==> src/hdl/xmltok_pkg.sv <==
// Package for the markup tokenizer: payload structs, phase, event and error
// codes, byte constants and character class helpers. No dependencies.
package xmltok_pkg;

    localparam int LINE_BITS = 16;
    localparam logic [LINE_BITS-1:0] LINE_MAX = {LINE_BITS{1'b1}};
    localparam logic [LINE_BITS-1:0] LINE_ONE = LINE_BITS'(1);

    localparam logic [7:0] C_LT    = 8'h3C;
    localparam logic [7:0] C_GT    = 8'h3E;
    localparam logic [7:0] C_SLASH = 8'h2F;
    localparam logic [7:0] C_BANG  = 8'h21;
    localparam logic [7:0] C_QMARK = 8'h3F;
    localparam logic [7:0] C_DASH  = 8'h2D;
    localparam logic [7:0] C_UNDER = 8'h5F;
    localparam logic [7:0] C_NL    = 8'h0A;
    localparam logic [7:0] C_EQ    = 8'h3D;
    localparam logic [7:0] C_SQUOT = 8'h27;
    localparam logic [7:0] C_DQUOT = 8'h22;
    localparam logic [7:0] C_SPACE = 8'h20;
    localparam logic [7:0] C_DEL   = 8'h7F;

    typedef enum logic [12:0] {
        PH_START   = 13'b0_0000_0000_0001,
        PH_TAG     = 13'b0_0000_0000_0010,
        PH_INTAG   = 13'b0_0000_0000_0100,
        PH_COMMENT = 13'b0_0000_0000_1000,
        PH_CEND1   = 13'b0_0000_0001_0000,
        PH_CEND2   = 13'b0_0000_0010_0000,
        PH_ATTRN   = 13'b0_0000_0100_0000,
        PH_INATTRN = 13'b0_0000_1000_0000,
        PH_ATTRV   = 13'b0_0001_0000_0000,
        PH_SLASH   = 13'b0_0010_0000_0000,
        PH_INATTRV = 13'b0_0100_0000_0000,
        PH_CLOSE   = 13'b0_1000_0000_0000,
        PH_INCLOSE = 13'b1_0000_0000_0000
    } t_phase;

    typedef enum logic [3:0] {
        EV_NONE    = 4'd0,
        EV_TEXTEND = 4'd1,
        EV_TEXT    = 4'd2,
        EV_TAG     = 4'd3,
        EV_CTAG    = 4'd4,
        EV_ATTRN   = 4'd5,
        EV_VSTART  = 4'd6,
        EV_VALUE   = 4'd7,
        EV_COMMIT  = 4'd8,
        EV_ESTART  = 4'd9,
        EV_EEND    = 4'd10,
        EV_ERROR   = 4'd11
    } t_event;

    typedef enum logic [2:0] {
        ER_NONE       = 3'd0,
        ER_TAG_CHAR   = 3'd1,
        ER_ATTR_FIRST = 3'd2,
        ER_SLASH      = 3'd3,
        ER_ATTR_CHAR  = 3'd4,
        ER_NO_VALUE   = 3'd5,
        ER_CLOSE_LEAD = 3'd6,
        ER_CLOSE_CHAR = 3'd7
    } t_err;

    typedef struct packed {
        logic [7:0] in_byte;
        logic       new_document;
    } t_in;

    typedef struct packed {
        logic [3:0]  event_res;
        logic [7:0]  out_byte;
        logic        name_first;
        logic [15:0] line_number;
        logic [2:0]  error_code;
        logic        last;
    } t_out;

    function automatic logic is_letter(input logic [7:0] c);
        return (c >= 8'h41 && c <= 8'h5A) || (c >= 8'h61 && c <= 8'h7A);
    endfunction

    function automatic logic is_digit(input logic [7:0] c);
        return c >= 8'h30 && c <= 8'h39;
    endfunction

    function automatic logic is_name_start(input logic [7:0] c);
        return is_letter(c) || c == C_UNDER;
    endfunction

    function automatic logic is_name_char(input logic [7:0] c);
        return is_letter(c) || c == C_UNDER || is_digit(c);
    endfunction

    function automatic logic is_space(input logic [7:0] c);
        return c == C_SPACE || (c >= 8'h09 && c <= 8'h0D);
    endfunction

    function automatic logic is_ctrl(input logic [7:0] c);
        return c < C_SPACE || c == C_DEL;
    endfunction

endpackage

==> src/hdl/xml_markup_tokenizer_unit.sv <==
// Top level of the streaming markup tokenizer: byte recognizer and result queue.
// Depends on xmltok_pkg.
//
// Takes one document byte per cycle and streams tag, attribute, text and error
// events; a new transaction is taken every cycle while the four-entry result
// queue has room for two results, so the sustained rate is one byte per cycle
// as long as results are drained. The recognizer state (phase, line count,
// quote, skip and halt flags) is updated in the accepting cycle; each byte
// yields one result, a '/>' ending yields two (element start, element end),
// and a byte arriving while halted after an error yields none until a byte
// with new_document set.
module xml_markup_tokenizer_unit (
    input  logic              i_clk,
    input  logic              i_rst_n,
    input  logic              i_valid,
    output logic              o_ready,
    input  xmltok_pkg::t_in   i_item,
    output logic              o_valid,
    input  logic              i_ready,
    output xmltok_pkg::t_out  o_result
);

    // recognizer state
    xmltok_pkg::t_phase                  r_phase, n_phase;
    logic [xmltok_pkg::LINE_BITS-1:0]    r_line, n_line;
    logic                                r_skip, n_skip;
    logic [7:0]                          r_quote, n_quote;
    logic                                r_halt, n_halt;

    // result queue
    xmltok_pkg::t_out r_q [4];
    logic [1:0]       r_wr, r_rd;
    logic [2:0]       r_count, n_count;

    logic             in_acc, out_acc;
    logic [1:0]       n_res;
    xmltok_pkg::t_out res0, res1;

    xmltok_pkg::t_phase               e_phase;
    logic [xmltok_pkg::LINE_BITS-1:0] e_line;
    logic                             e_skip, e_halt;
    logic [7:0]                       e_quote;
    logic [7:0]                       c;
    xmltok_pkg::t_event               ev;
    xmltok_pkg::t_err                 err;
    logic                             nf;

    assign o_ready = (r_count <= 3'd2);
    assign in_acc  = i_valid && o_ready;
    assign o_valid = (r_count != 3'd0);
    assign out_acc = o_valid && i_ready;
    assign o_result = r_q[r_rd];
    assign c = i_item.in_byte;

    always_comb begin
        e_phase = i_item.new_document ? xmltok_pkg::PH_START : r_phase;
        e_line  = i_item.new_document ? xmltok_pkg::LINE_ONE : r_line;
        e_skip  = i_item.new_document ? 1'b0 : r_skip;
        e_quote = i_item.new_document ? 8'h00 : r_quote;
        e_halt  = i_item.new_document ? 1'b0 : r_halt;

        n_phase = e_phase;
        n_skip  = e_skip;
        n_quote = e_quote;
        n_halt  = e_halt;
        n_line  = e_line;
        ev      = xmltok_pkg::EV_NONE;
        err     = xmltok_pkg::ER_NONE;
        nf      = 1'b0;
        n_res   = 2'd0;

        if (!e_halt) begin
            n_res = 2'd1;
            if (c == xmltok_pkg::C_NL && e_line != xmltok_pkg::LINE_MAX) begin
                n_line = e_line + xmltok_pkg::LINE_ONE;
            end
            unique case (e_phase)
                xmltok_pkg::PH_TAG: begin
                    if (e_skip) begin
                        if (c == xmltok_pkg::C_GT) begin
                            n_skip  = 1'b0;
                            n_phase = xmltok_pkg::PH_START;
                        end
                    end else if (c == xmltok_pkg::C_QMARK) begin
                        n_skip = 1'b1;
                    end else if (xmltok_pkg::is_name_start(c)) begin
                        ev = xmltok_pkg::EV_TAG; nf = 1'b1;
                        n_phase = xmltok_pkg::PH_INTAG;
                    end else if (c == xmltok_pkg::C_SLASH) begin
                        n_phase = xmltok_pkg::PH_CLOSE;
                    end else if (c == xmltok_pkg::C_BANG) begin
                        n_phase = xmltok_pkg::PH_COMMENT;
                    end else if (!xmltok_pkg::is_space(c)) begin
                        err = xmltok_pkg::ER_TAG_CHAR;
                    end
                end
                xmltok_pkg::PH_INTAG: begin
                    if (xmltok_pkg::is_name_char(c)) begin
                        ev = xmltok_pkg::EV_TAG;
                    end else if (c == xmltok_pkg::C_GT) begin
                        ev = xmltok_pkg::EV_ESTART;
                        n_phase = xmltok_pkg::PH_START;
                    end else if (c == xmltok_pkg::C_SLASH) begin
                        n_phase = xmltok_pkg::PH_SLASH;
                    end else begin
                        n_phase = xmltok_pkg::PH_ATTRN;
                    end
                end
                xmltok_pkg::PH_COMMENT: begin
                    if (c == xmltok_pkg::C_DASH) begin
                        n_phase = xmltok_pkg::PH_CEND1;
                    end
                end
                xmltok_pkg::PH_CEND1: begin
                    n_phase = (c == xmltok_pkg::C_DASH) ? xmltok_pkg::PH_CEND2
                                                        : xmltok_pkg::PH_COMMENT;
                end
                xmltok_pkg::PH_CEND2: begin
                    if (c == xmltok_pkg::C_GT) begin
                        n_phase = xmltok_pkg::PH_START;
                    end else if (c != xmltok_pkg::C_DASH) begin
                        n_phase = xmltok_pkg::PH_COMMENT;
                    end
                end
                xmltok_pkg::PH_ATTRN: begin
                    if (c == xmltok_pkg::C_GT) begin
                        ev = xmltok_pkg::EV_ESTART;
                        n_phase = xmltok_pkg::PH_START;
                    end else if (c == xmltok_pkg::C_SLASH) begin
                        n_phase = xmltok_pkg::PH_SLASH;
                    end else if (xmltok_pkg::is_name_start(c)) begin
                        ev = xmltok_pkg::EV_ATTRN; nf = 1'b1;
                        n_phase = xmltok_pkg::PH_INATTRN;
                    end else if (!xmltok_pkg::is_space(c)) begin
                        err = xmltok_pkg::ER_ATTR_FIRST;
                    end
                end
                xmltok_pkg::PH_SLASH: begin
                    if (c == xmltok_pkg::C_GT) begin
                        // self-closing element: start then end
                        ev = xmltok_pkg::EV_ESTART;
                        n_phase = xmltok_pkg::PH_START;
                        n_res = 2'd2;
                    end else begin
                        err = xmltok_pkg::ER_SLASH;
                    end
                end
                xmltok_pkg::PH_INATTRN: begin
                    if (xmltok_pkg::is_name_char(c)) begin
                        ev = xmltok_pkg::EV_ATTRN;
                    end else if (xmltok_pkg::is_space(c) || c == xmltok_pkg::C_EQ) begin
                        n_phase = xmltok_pkg::PH_ATTRV;
                    end else begin
                        err = xmltok_pkg::ER_ATTR_CHAR;
                    end
                end
                xmltok_pkg::PH_ATTRV: begin
                    if (c == xmltok_pkg::C_SQUOT || c == xmltok_pkg::C_DQUOT) begin
                        n_quote = c;
                        ev = xmltok_pkg::EV_VSTART;
                        n_phase = xmltok_pkg::PH_INATTRV;
                    end else if (!(xmltok_pkg::is_space(c) || c == xmltok_pkg::C_EQ)) begin
                        err = xmltok_pkg::ER_NO_VALUE;
                    end
                end
                xmltok_pkg::PH_INATTRV: begin
                    if (c == e_quote) begin
                        ev = xmltok_pkg::EV_COMMIT;
                        n_phase = xmltok_pkg::PH_ATTRN;
                    end else if (!xmltok_pkg::is_ctrl(c)) begin
                        ev = xmltok_pkg::EV_VALUE;
                    end
                end
                xmltok_pkg::PH_CLOSE: begin
                    if (xmltok_pkg::is_name_start(c)) begin
                        ev = xmltok_pkg::EV_CTAG; nf = 1'b1;
                        n_phase = xmltok_pkg::PH_INCLOSE;
                    end else if (!xmltok_pkg::is_space(c)) begin
                        err = xmltok_pkg::ER_CLOSE_LEAD;
                    end
                end
                xmltok_pkg::PH_INCLOSE: begin
                    if (xmltok_pkg::is_name_char(c)) begin
                        ev = xmltok_pkg::EV_CTAG;
                    end else if (c == xmltok_pkg::C_GT) begin
                        ev = xmltok_pkg::EV_EEND;
                        n_phase = xmltok_pkg::PH_START;
                    end else if (!xmltok_pkg::is_space(c)) begin
                        err = xmltok_pkg::ER_CLOSE_CHAR;
                    end
                end
                default: begin
                    if (c == xmltok_pkg::C_LT) begin
                        ev = xmltok_pkg::EV_TEXTEND;
                        n_phase = xmltok_pkg::PH_TAG;
                    end else begin
                        ev = xmltok_pkg::EV_TEXT;
                        n_phase = xmltok_pkg::PH_START;
                    end
                end
            endcase
            if (err != xmltok_pkg::ER_NONE) begin
                ev = xmltok_pkg::EV_ERROR;
                nf = 1'b0;
                n_halt = 1'b1;
            end
        end

        res0.event_res   = ev;
        res0.out_byte    = c;
        res0.name_first  = nf;
        res0.line_number = 16'(n_line);
        res0.error_code  = err;
        res0.last        = (n_res == 2'd1);

        res1.event_res   = xmltok_pkg::EV_EEND;
        res1.out_byte    = c;
        res1.name_first  = 1'b0;
        res1.line_number = 16'(n_line);
        res1.error_code  = xmltok_pkg::ER_NONE;
        res1.last        = 1'b1;
    end

    always_comb begin
        n_count = r_count;
        if (in_acc) begin
            n_count = n_count + 3'(n_res);
        end
        if (out_acc) begin
            n_count = n_count - 3'd1;
        end
    end

    always_ff @(posedge i_clk) begin
        if (!i_rst_n) begin
            r_phase <= xmltok_pkg::PH_START;
            r_line  <= xmltok_pkg::LINE_ONE;
            r_skip  <= 1'b0;
            r_quote <= 8'h00;
            r_halt  <= 1'b0;
            r_wr    <= 2'd0;
            r_rd    <= 2'd0;
            r_count <= 3'd0;
        end else begin
            if (in_acc) begin
                r_phase <= n_phase;
                r_line  <= n_line;
                r_skip  <= n_skip;
                r_quote <= n_quote;
                r_halt  <= n_halt;
                r_wr    <= r_wr + n_res;
            end
            if (out_acc) begin
                r_rd <= r_rd + 2'd1;
            end
            r_count <= n_count;
        end
    end

    // queue payload, no reset
    always_ff @(posedge i_clk) begin
        if (in_acc && n_res != 2'd0) begin
            r_q[r_wr] <= res0;
        end
        if (in_acc && n_res == 2'd2) begin
            r_q[r_wr + 2'd1] <= res1;
        end
    end

    a_count_bound: assert property (@(posedge i_clk) disable iff (!i_rst_n)
        r_count <= 3'd4)
        else $error("result queue overfilled");

    a_line_nonzero: assert property (@(posedge i_clk) disable iff (!i_rst_n)
        r_line != '0)
        else $error("line count dropped to zero");

    a_halt_frozen: assert property (@(posedge i_clk) disable iff (!i_rst_n)
        in_acc && r_halt && !i_item.new_document
        |=> $stable(r_phase) && $stable(r_line) && (r_count <= $past(r_count)))
        else $error("halted tokenizer changed state or queued a result");

    a_ptr_gap: assert property (@(posedge i_clk) disable iff (!i_rst_n)
        (r_count == 3'd4) || (2'(r_wr - r_rd) == r_count[1:0]))
        else $error("queue pointers disagree with count");

endmodule

==> config.mk <==
export PLATFORM = sky130hd
export DESIGN_NAME = xml_markup_tokenizer_unit
export DESIGN_NICKNAME = d
export VERILOG_FILES = /design/src/hdl/xmltok_pkg.sv /design/src/hdl/xml_markup_tokenizer_unit.sv
export SDC_FILE = /design/constraint.sdc
export NUM_CORES = 1
export LEC_CHECK = 0
export BUFFER_PORTS_ARGS = -buffer_cell sky130_fd_sc_hd__clkbuf_2
export CAP_MARGIN = 25
export CORE_MARGIN = 2
export CORE_UTILIZATION = 31
export DETAILED_ROUTE_END_ITERATION = 10
export SLEW_MARGIN = 20
export SYNTH_ARGS = -nofsm -noshare
export SYNTH_HDL_FRONTEND = slang
export SYNTH_SLANG_ARGS = --single-unit
==> constraint.sdc <==
create_clock -name i_clk -period 3.95 [get_ports i_clk]
set_clock_uncertainty 0.15 [all_clocks]
set_input_delay 0.1975 -clock i_clk [delete_from_list [all_inputs] [get_ports i_clk]]
set_output_delay 0.1975 -clock i_clk [all_outputs]
set_load 0.02 [all_outputs]
-- Yosys cells after proc, flatten, opt, wreduce, memory -nomap -nowiden
Memory sizes are Yosys's and may differ from the RTL's. A register that Yosys moved wholly into a read port is not among the register bits.
Index checks and enable logic that the tools add are counted.
- memory bits (read-only): 0
- memories kept: 1
- flip-flop bits (word level): 46
- word-level logic and storage cells: 178
- output and inout bits: 35
- latch bits: 0
- memory bits (writable): 132
- memories (memory ; depth ; bits a word ; read ports ; clocked after memory_dff ; write ports ; line ; text):
    r_q ; 4 ; 33 ; 1 ; 1 ; 2 ; xml_markup_tokenizer_unit.sv:31 ; xmltok_pkg::t_out r_q [4];
- $lt $le $gt $ge: 10
- reduce and logical (&&, ||, !) cells: 20
- equal/unequal tests: 30
- div/mod/pow operators: 0
- $mul: 0
- muxes and demuxes: 103
- shifts and indexed selects: 0
- bitwise gates (word level): 0
- $add $sub $neg: 6
- operators by type and width (cell ; count):
    $mux 13 ; 21
    $pmux 13 s12 ; 1
    $eq 8x6->1 const B ; 10
    $mux 3 ; 19
    $mux 16 ; 3
    $pmux 4 s10 ; 1
    $mux 4 ; 8
    $mux 8 ; 4
    $mux 2 ; 15
    $mux 1 ; 26
    $pmux 3 s7 ; 1
    $mux 10 ; 2
    $add 16x1->16 const B ; 1
    $eq 8x7->1 const B ; 2
    $ge 8x7->1 const B ; 2
    $le 8x7->1 const B ; 2
    $ne 16x16->1 const B ; 1
    $eq 13x10->1 const B ; 1
    $eq 13x11->1 const B ; 1
    $eq 13x12->1 const B ; 1
    $eq 13x13->1 const B ; 1
    $eq 13x2->1 const B ; 1
    $eq 13x3->1 const B ; 1
    $eq 13x4->1 const B ; 1
    other kinds (27) ; 43

-- Depth between registers and ports, before layout
Gate-level depths: netlist of the first run.
- depth after elaboration: 14
- gate-level depth with buffers: 14

-- Worst setup path after synthesis of the first run
OpenSTA, ideal clock, no wires.
- path kind: input port to flip-flop
- from: input port i_item[0] in the netlist's numbering
- to: memory r_q[1][12] in the netlist's numbering, data pin
- arrival time: 2.943 ns
- setup slack: 0.592 ns
- library setup time: 0.265 ns
- stages on the path: 14
- required time: 3.535 ns
- cell sequence: buf_4 buf_2 buf_2 clkbuf_1 buf_2 or2_2 ha_1 and3_1 a311o_1 buf_6 or4_4 xnor2_1 nand2b_1 nor2_1
- RTL lines (what ; line ; text):
    from (decl) ; xml_markup_tokenizer_unit.sv:17 ; input xmltok_pkg::t_in i_item,
    to (decl) ; xml_markup_tokenizer_unit.sv:31 ;

-- Worst setup path in the final report of the first run
- from: register r_phase[10]
- to: register r_count[2]
- cells in the longest elaborated chain, start to end: 8
- RTL lines (what ; line ; text):
    from (decl) ; xml_markup_tokenizer_unit.sv:24 ; xmltok_pkg::t_phase r_phase, n_phase;
    from (signal assigned) ; xml_markup_tokenizer_unit.sv:236 ; r_phase <= xmltok_pkg::PH_START;
    from (signal assigned) ; xml_markup_tokenizer_unit.sv:246 ; r_phase <= n_phase;
    $mux 13 (*) ; xml_markup_tokenizer_unit.sv:56 ; e_phase = i_item.new_document ? xmltok_pkg::PH_START : r_phase;
    $eq 13x10->1 (*) ; xml_markup_tokenizer_unit.sv:77 ; unique case (e_phase)
    $mux 2 (*) ; xml_markup_tokenizer_unit.sv:77 ;
    $mux 2 (*) ; xml_markup_tokenizer_unit.sv:72 ; if (!e_halt) begin
    $add 3x2->3 (*) ; xml_markup_tokenizer_unit.sv:227 ; n_count = n_count + 3'(n_res);
    $mux 3 (*) ; xml_markup_tokenizer_unit.sv:226 ; if (in_acc) begin
    $sub 3x1->3 ; xml_markup_tokenizer_unit.sv:230 ; n_count = n_count - 3'd1;
    $mux 3 (*) ; xml_markup_tokenizer_unit.sv:229 ; if (out_acc) begin
    to (signal assigned) ; xml_markup_tokenizer_unit.sv:256 ; r_count <= n_count;
    to (decl) ; xml_markup_tokenizer_unit.sv:33 ; logic [2:0] r_count, n_count;
Every way passes the cells marked *; elsewhere a longest branch is shown, timed or not.
A chain may end at the register's enable or synchronous reset.

==> results of run 1 <==
[state kept, by name, summed over array words and instances (netlist names), named ones only]
name	count
r_q	132
r_line	16
r_phase	13
r_quote	8
r_count	3
r_rd	2
r_wr	2
r_halt	1
r_skip	1
[cell usage after synthesis (all sizes together), types with 5 or more instances]
master | instances | area [µm²]
xnor2 | 13 | 114
clkbuf | 36 | 135
o32ai | 5 | 62.6
mux2i | 8 | 80.1
o22ai | 7 | 43.8
a31oi | 8 | 50.1
dfxtp | 84 | 1680
a41oi | 5 | 43.8
o21ai | 43 | 219
or3 | 11 | 73.8
o2111ai | 7 | 67.6
and2 | 31 | 194
a21oi | 33 | 176
a32oi | 6 | 52.6
nor3b | 6 | 45.0
inv | 13 | 48.8
edfxtp | 96 | 2880
nor2b | 22 | 138
and3 | 16 | 105
nand4 | 10 | 62.6
nand3 | 29 | 155
nand2 | 59 | 221
o31ai | 5 | 51.3
nor3 | 32 | 176
or4 | 9 | 78.8
or2 | 6 | 37.5
mux4 | 33 | 743
nor2 | 133 | 499
nand2b | 10 | 62.6
xor2 | 13 | 114
nand3b | 9 | 67.6
o211ai | 9 | 67.6
o22a | 5 | 43.8
nor4 | 19 | 170
buf | 30 | 180
[area by class of cell]
| class | instances | area (µm²) |
|---|---|---|
| clock inverters | 15 | 154 |
| inverters | 13 | 48.8 |
| multi-input cells | 673 | 4700 |
| flip-flops and latches | 180 | 4570 |
| well taps | 396 | 495 |
| repair buffers | 79 | 478 |
| fillers | 3080 | 19700 |
| clock buffers | 17 | 425 |
[worst max path at each step]
| stage | start | cells after the start | to |
|---|---|---|---|
| floorplan | i_item[0] | 14 | r_q[1][12] |
| finish | r_phase[10] | 11 | r_count[2] |
| global route | r_phase[10] | 11 | r_count[2] |
| global placement | r_phase[10] | 11 | r_count[2] |
| detailed placement | r_phase[10] | 11 | r_count[2] |
| CTS | r_phase[10] | 11 | r_count[2] |
[routing by layer]
metal / global-route usage / vias up / share of wire
met3: 0.0382 / 43 / 0.058
met2: 0.270 / 237 / 0.46
met4: 0.0500 / 0 / 0.020
li1: - / 3569 / -
met5: 0 / - / 0
met1: 0.229 / 3759 / 0.46
[worst register-to-register path, delay by kind of cell, from the launching register on]
kind                     cells  cell delay [ns]
AO/OA/AOI/OAI                1             0.09
XOR/XNOR                     1             0.16
adder cells (fa/ha/maj)      3             0.84
flip-flops                   1             0.44
multiplexers                 1             0.21
AND/OR/NAND/NOR              5             1.36
[per-stage QoR]
step / std cells / util / area, µm² / total power (W)
3_5_place_dp: 1340 / 0.336 / 10300 / 0.00409
2_1_floorplan: 932 / - / 9620 / 0.00354
3_3_place_gp: 1340 / 0.336 / 10300 / 0.00408
4_1_cts: 1373 / 0.355 / 10900 / 0.00577
6_report: 1373 / 0.355 / 10900 / 0.00572
5_1_grt: 1373 / 0.355 / 10900 / 0.00601
[power by group through the flow]
stage	sequential (W)	combinational, W	clock [W]
finish	0.00235	0.00168	0.00169
global route	0.00237	0.00184	0.00179
CTS	0.00235	0.00171	0.00172
detailed placement	0.00239	0.00170	0
global placement	0.00238	0.00170	0
floorplan	0.00233	0.00121	0
[repair_timing]
item / 4_1_cts / 5_1_grt
hold endpoints to repair: 1 / 0
gates resized for setup: 0 / 0
hold buffers: 1 / 0
[cells by family after synthesis]
group | after synthesis | synth area share
adders and majority gates | 5 | 0.00728
xor gates and xnor gates | 26 | 0.0237
and+or+nand+nor | 419 | 0.235
muxes | 41 | 0.0856
buffers and inverters | 79 | 0.0379
AOI/OAI and AO/OA | 182 | 0.136
DFF | 180 | 0.475
==> impl_metrics.py, run 1 <==
metrics = {
    "status": {
        "run_status": "finished clean",
    },
    "setup_path": {
        "critical_path_class": "reg2reg",
        "cp_top_family": "simple AND/OR/NAND/NOR gates",
        "rrSetupSlack_ns": 0.56,
        "cp_cell_sequence": "or4_1 -> nor4_4 -> and2_1 -> a21oi_1 -> ha_1 -> fa_1 -> mux2i_1 -> ha_1 -> nand2_1 -> xnor2_1 -> nor2_1",
        "arrival_ns": 3.52,
        "rr_worst_depth": 11,
        "required_ns": 4.08,
        "cp_max_fo": 11,
        "worst_path_max_delay_cell": "or4_1",
        "cp_common_cell": "ha_1",
        "crit_path_max_incr_delay_ns": 0.61,
        "worst_setup_path_end_kind": "register",
        "start_kind": "register",
        "worstReg2RegEnd": "r_count[2]",
        "critPathBufInv": 0,
        "timing.rr.start": "r_phase[10]",
    },
    "synthesis": {
        "syn_inst": 932,
        "async_flop_share": 0,
        "synth_flop_cell": "edfxtp_1",
        "synth_cell_types": 90,
        "syn_avg_cell_area_um2": 10.3,
        "yosysSeqAreaShare": 0.475,
        "syn_nets": 950,
        "yosysWarnings": 0,
        "ys_ff_latch": 180,
        "syn_area_um2": 9620,
        "synth-edff-count": 96,
    },
    "drt": {
        "vias": 7608,
        "firstDrtPassIters": 5,
        "drt_iter0_markers": 699,
        "final_antenna_net_count": 0,
        "drc": 0,
        "wl_mm": 26.9,
        "vias_per_cell": 5.54,
        "avgRoutedWirePerCell_um": 19.6,
    },
    "timing": {
        "rsz0062_at_grt": "no",
        "finalHoldViolCount": 0,
        "fin_ws_ns": 0.559,
        "tns_ns": 0,
        "min_period_ns": 3.39,
        "slew_viol_final": 0,
        "max_slew_margin": 0.359,
        "period_share": 0.859,
        "fmax_mhz": 295,
        "timing.hold.ws_ns": 0.106,
        "tightest_slew_ns": 0.960,
        "setup_viol": 0,
    },
    "clocking": {
        "post_cts_buffers": 0,
        "cts.sink_count": 180,
        "clk_latency_ns": 0.43,
        "clockBufferDepth": 2,
        "root_buffer": "clkbuf_16",
        "h-tree-depth": 4,
        "path_clk_slew_ns": 0.08,
        "cts_buffers": 17,
        "cts_tree": "done",
    },
    "die": {
        "fp.coreArea_um2": 30600,
        "fp-row-count": 64,
        "die_x_um": 180,
        "dieArea_um2": 32500,
        "die_y_um": 180,
        "initial_utilization": 0.314,
        "ios": 48,
    },
    "placement": {
        "place_congestion": 0.944,
        "dp_hpwl_mm": 19.1,
        "pre_cts_slack_ns": 0.549,
        "io_buffers": 47,
    },
    "pwr": {
        "clkPwrFrac": 0.296,
        "power.switching_w": 0.00202,
        "combPwrFrac": 0.293,
        "powerDensity_nw_per_um2": 526,
        "pwr-share-seq": 0.411,
        "vdd_drop_max_uv": 295,
        "power.internal_w": 0.00370,
        "leakagePower_nw": 3.75,
        "swShare": 0.353,
    },
    "worst_hold_path": {
        "worstHoldStart": "i_rst_n",
        "min_to": "r_phase[0]",
        "min-delay-path-class": "in2reg",
        "holdPathStages": 3,
    },
    "global_routing": {
        "grt_pass1_vias": 7505,
        "grt_use_total": 0.169,
        "grt_max_degree": 34,
        "grt_pass1_wl_mm": 43.4,
        "gr-total-overflow": 0,
        "antenna_found_initial": 1,
    },
    "cells_and_area": {
        "mostFrequentLayoutCells": "129 x nor2_1, 96 x edfxtp_1, 83 x dfxtp_1",
        "drive_gt1_frac": 0.187,
        "final_common_cell": "nor2_1",
        "num_antenna_cells": 0,
        "areaGrowthSynthToFinish_pct": 13.0,
        "nets": 982,
    },
    "run": {
        "drv_cap": 0,
    },
}
Note: power is estimated with default switching activity, not from simulation.
==> inputs of run 2 (changes only) <==
--- a/config.mk
+++ b/config.mk
@@ -10,6 +10,7 @@
 export CORE_MARGIN = 2
 export CORE_UTILIZATION = 31
 export DETAILED_ROUTE_END_ITERATION = 10
+export PLACE_DENSITY = 0.56
 export SLEW_MARGIN = 20
 export SYNTH_ARGS = -nofsm -noshare
 export SYNTH_HDL_FRONTEND = slang
==> run 2 against run 1 <==
  * Routed wire length down 0.12%
  * Power up 0.83%
  * Global-route usage down 0.16 points
  * Combinational power down 2%
  * Critical endpoint unchanged
  * Largest cell class unchanged
  * Largest power group unchanged
==> impl_metrics.py, run 2 (synthesis results as in run 1) <==
metrics = {
    "pwr": {
        "powerDensity_nw_per_um2": 530,
        "vdd_drop_max_uv": 317,
        "power_w": 0.00576,
        "leakagePower_nw": 3.75,
    },
    "global_routing": {
        "grt_use_met2": 0.271,
        "grt_max_degree": 44,
        "busiest_layer": "met2",
        "use_met1": 0.229,
        "met3_usage": 0.0299,
        "grt_pass1_vias": 7373,
        "grt_pass1_wl_mm": 43.0,
        "antenna_found_initial": 0,
        "grt_use_total": 0.167,
        "gr-total-overflow": 0,
    },
    "timing": {
        "fmax_mhz": 297,
        "rsz0062_at_grt": "no",
        "period_share": 0.852,
        "tns_ns": 0,
        "slew_viol_final": 0,
        "min_period_ns": 3.37,
        "max_slew_margin": 0.335,
        "finalHoldViolCount": 0,
        "tightest_slew_ns": 0.997,
        "fin_ws_ns": 0.585,
        "setup_viol": 0,
    },
    "placement": {
        "dpl-instance-area_um2": 10300,
        "io_buffers": 47,
        "pre_cts_slack_ns": 0.582,
        "dp_hpwl_mm": 18.7,
        "place_congestion": 0.934,
    },
    "setup_path": {
        "cp_common_cell": "ha_1",
        "worstReg2RegEnd": "r_count[2]",
        "rr_worst_depth": 11,
        "worst_setup_path_end_kind": "register",
        "start_kind": "register",
        "cp_cell_sequence": "or4_1 -> nor4_4 -> and2_1 -> a21oi_1 -> ha_1 -> fa_1 -> mux2i_1 -> ha_1 -> nand2_1 -> xnor2_1 -> nor2_1",
        "critical_path_class": "reg2reg",
        "cp_top_family": "simple AND/OR/NAND/NOR gates",
        "timing.rr.start": "r_phase[10]",
        "cp_max_fo": 11,
        "crit_path_max_incr_delay_ns": 0.61,
        "required_ns": 4.09,
        "critPathBufInv": 0,
        "arrival_ns": 3.51,
        "worst_path_max_delay_cell": "or4_1",
        "rrSetupSlack_ns": 0.58,
    },
    "drt": {
        "wl_mm": 26.9,
        "avgRoutedWirePerCell_um": 19.6,
        "drc": 0,
        "final_antenna_net_count": 0,
        "firstDrtPassIters": 5,
        "vias_per_cell": 5.43,
        "vias": 7439,
        "drt_iter0_markers": 543,
    },
    "clocking": {
        "h-tree-depth": 4,
        "cts_buffers": 17,
        "path_clk_slew_ns": 0.07,
        "clockBufferDepth": 2,
        "cts_tree": "done",
        "clk_latency_ns": 0.44,
        "root_buffer": "clkbuf_16",
        "ctsResizeCount": 0,
        "post_cts_buffers": 0,
        "cts.sink_count": 180,
        "cts_hold_buf": 1,
    },
    "cells_and_area": {
        "final_common_cell": "nor2_1",
        "final_util": 0.356,
        "num_antenna_cells": 0,
        "drive_gt1_frac": 0.188,
        "areaGrowthSynthToFinish_pct": 13.1,
        "largest_register_ffs": 132,
        "final_area_um2": 10900,
        "mostFrequentLayoutCells": "129 x nor2_1, 96 x edfxtp_1, 82 x dfxtp_1",
        "fillCellCount": 3136,
        "largest_registers": "r_q: 132 flops, r_line: 16 flops, r_phase: 13 flops",
        "top_register": "r_q",
        "nets": 980,
    },
    "worst_hold_path": {
        "worstHoldStart": "i_rst_n",
        "min-delay-path-class": "in2reg",
        "min_to": "r_phase[0]",
        "holdPathStages": 3,
    },
    "die": {
        "fp-row-count": 64,
        "ios": 48,
        "fp.coreArea_um2": 30600,
        "die_x_um": 180,
        "initial_utilization": 0.314,
        "dieArea_um2": 32500,
        "die_y_um": 180,
    },
    "status": {
        "run_status": "finished clean",
    },
    "run": {
        "drv_cap": 0,
    },
}
## run 2: routing by layer
layer | part of all wire | up-vias | wire [µm]
li1 | - | 3568 | -
met3 | 0.048 | 34 | 1300
met1 | 0.46 | 3652 | 12500
met4 | 0.020 | 0 | 546
met5 | 0 | - | 0
met2 | 0.47 | 185 | 12500
## run 2: power by group
part | internal [W] | switching, W | total [W]
registers | 0.00222 | 0.000178 | 0.00240
logic | 0.000632 | 0.00101 | 0.00164
clock network | 0.000862 | 0.000864 | 0.00173
total | 0.00371 | 0.00205 | 0.00576
## run 2: area by class of cell
| type | count | area (µm²) | share of cell area |
|---|---|---|---|
| Multi-Input combinational cell | 673 | 4700 | 0.432 |
| Sequential cell | 180 | 4570 | 0.420 |
| Tap cell | 396 | 495 | 0.0456 |
| Timing Repair Buffer | 77 | 463 | 0.0426 |
| Clock buffer | 17 | 425 | 0.0391 |
| Clock inverter | 15 | 175 | 0.0161 |
| Inverter | 13 | 48.8 | 0.00449 |
## run 2: worst max-delay path by stage
stage / start / end / cells past startpoint
final: r_phase[10] / r_count[2] / 11
after global routing: r_phase[10] / r_count[2] / 11
after CTS: r_phase[10] / r_count[2] / 11
after detailed placement: r_phase[10] / r_count[2] / 11
after global placement: r_phase[10] / r_count[2] / 11
after floorplan: i_item[0] / r_q[1][12] / 14
## run 2: through the flow
| step | hold slack [ns] | std cells |
|---|---|---|
| 4_1_cts | 0.0800 | 1371 |
| 6_report | 0.0955 | 1371 |
| 2_1_floorplan | 0.200 | 932 |
| 3_3_place_gp | 0.284 | 1338 |
| 3_5_place_dp | 0.291 | 1338 |
| 5_1_grt | 0.0874 | 1371 |
## run 2: worst min-delay path, cell delays in order
cell      delay, ns
clkbuf_2       0.09
buf_4          0.23
o21ai_0        0.12
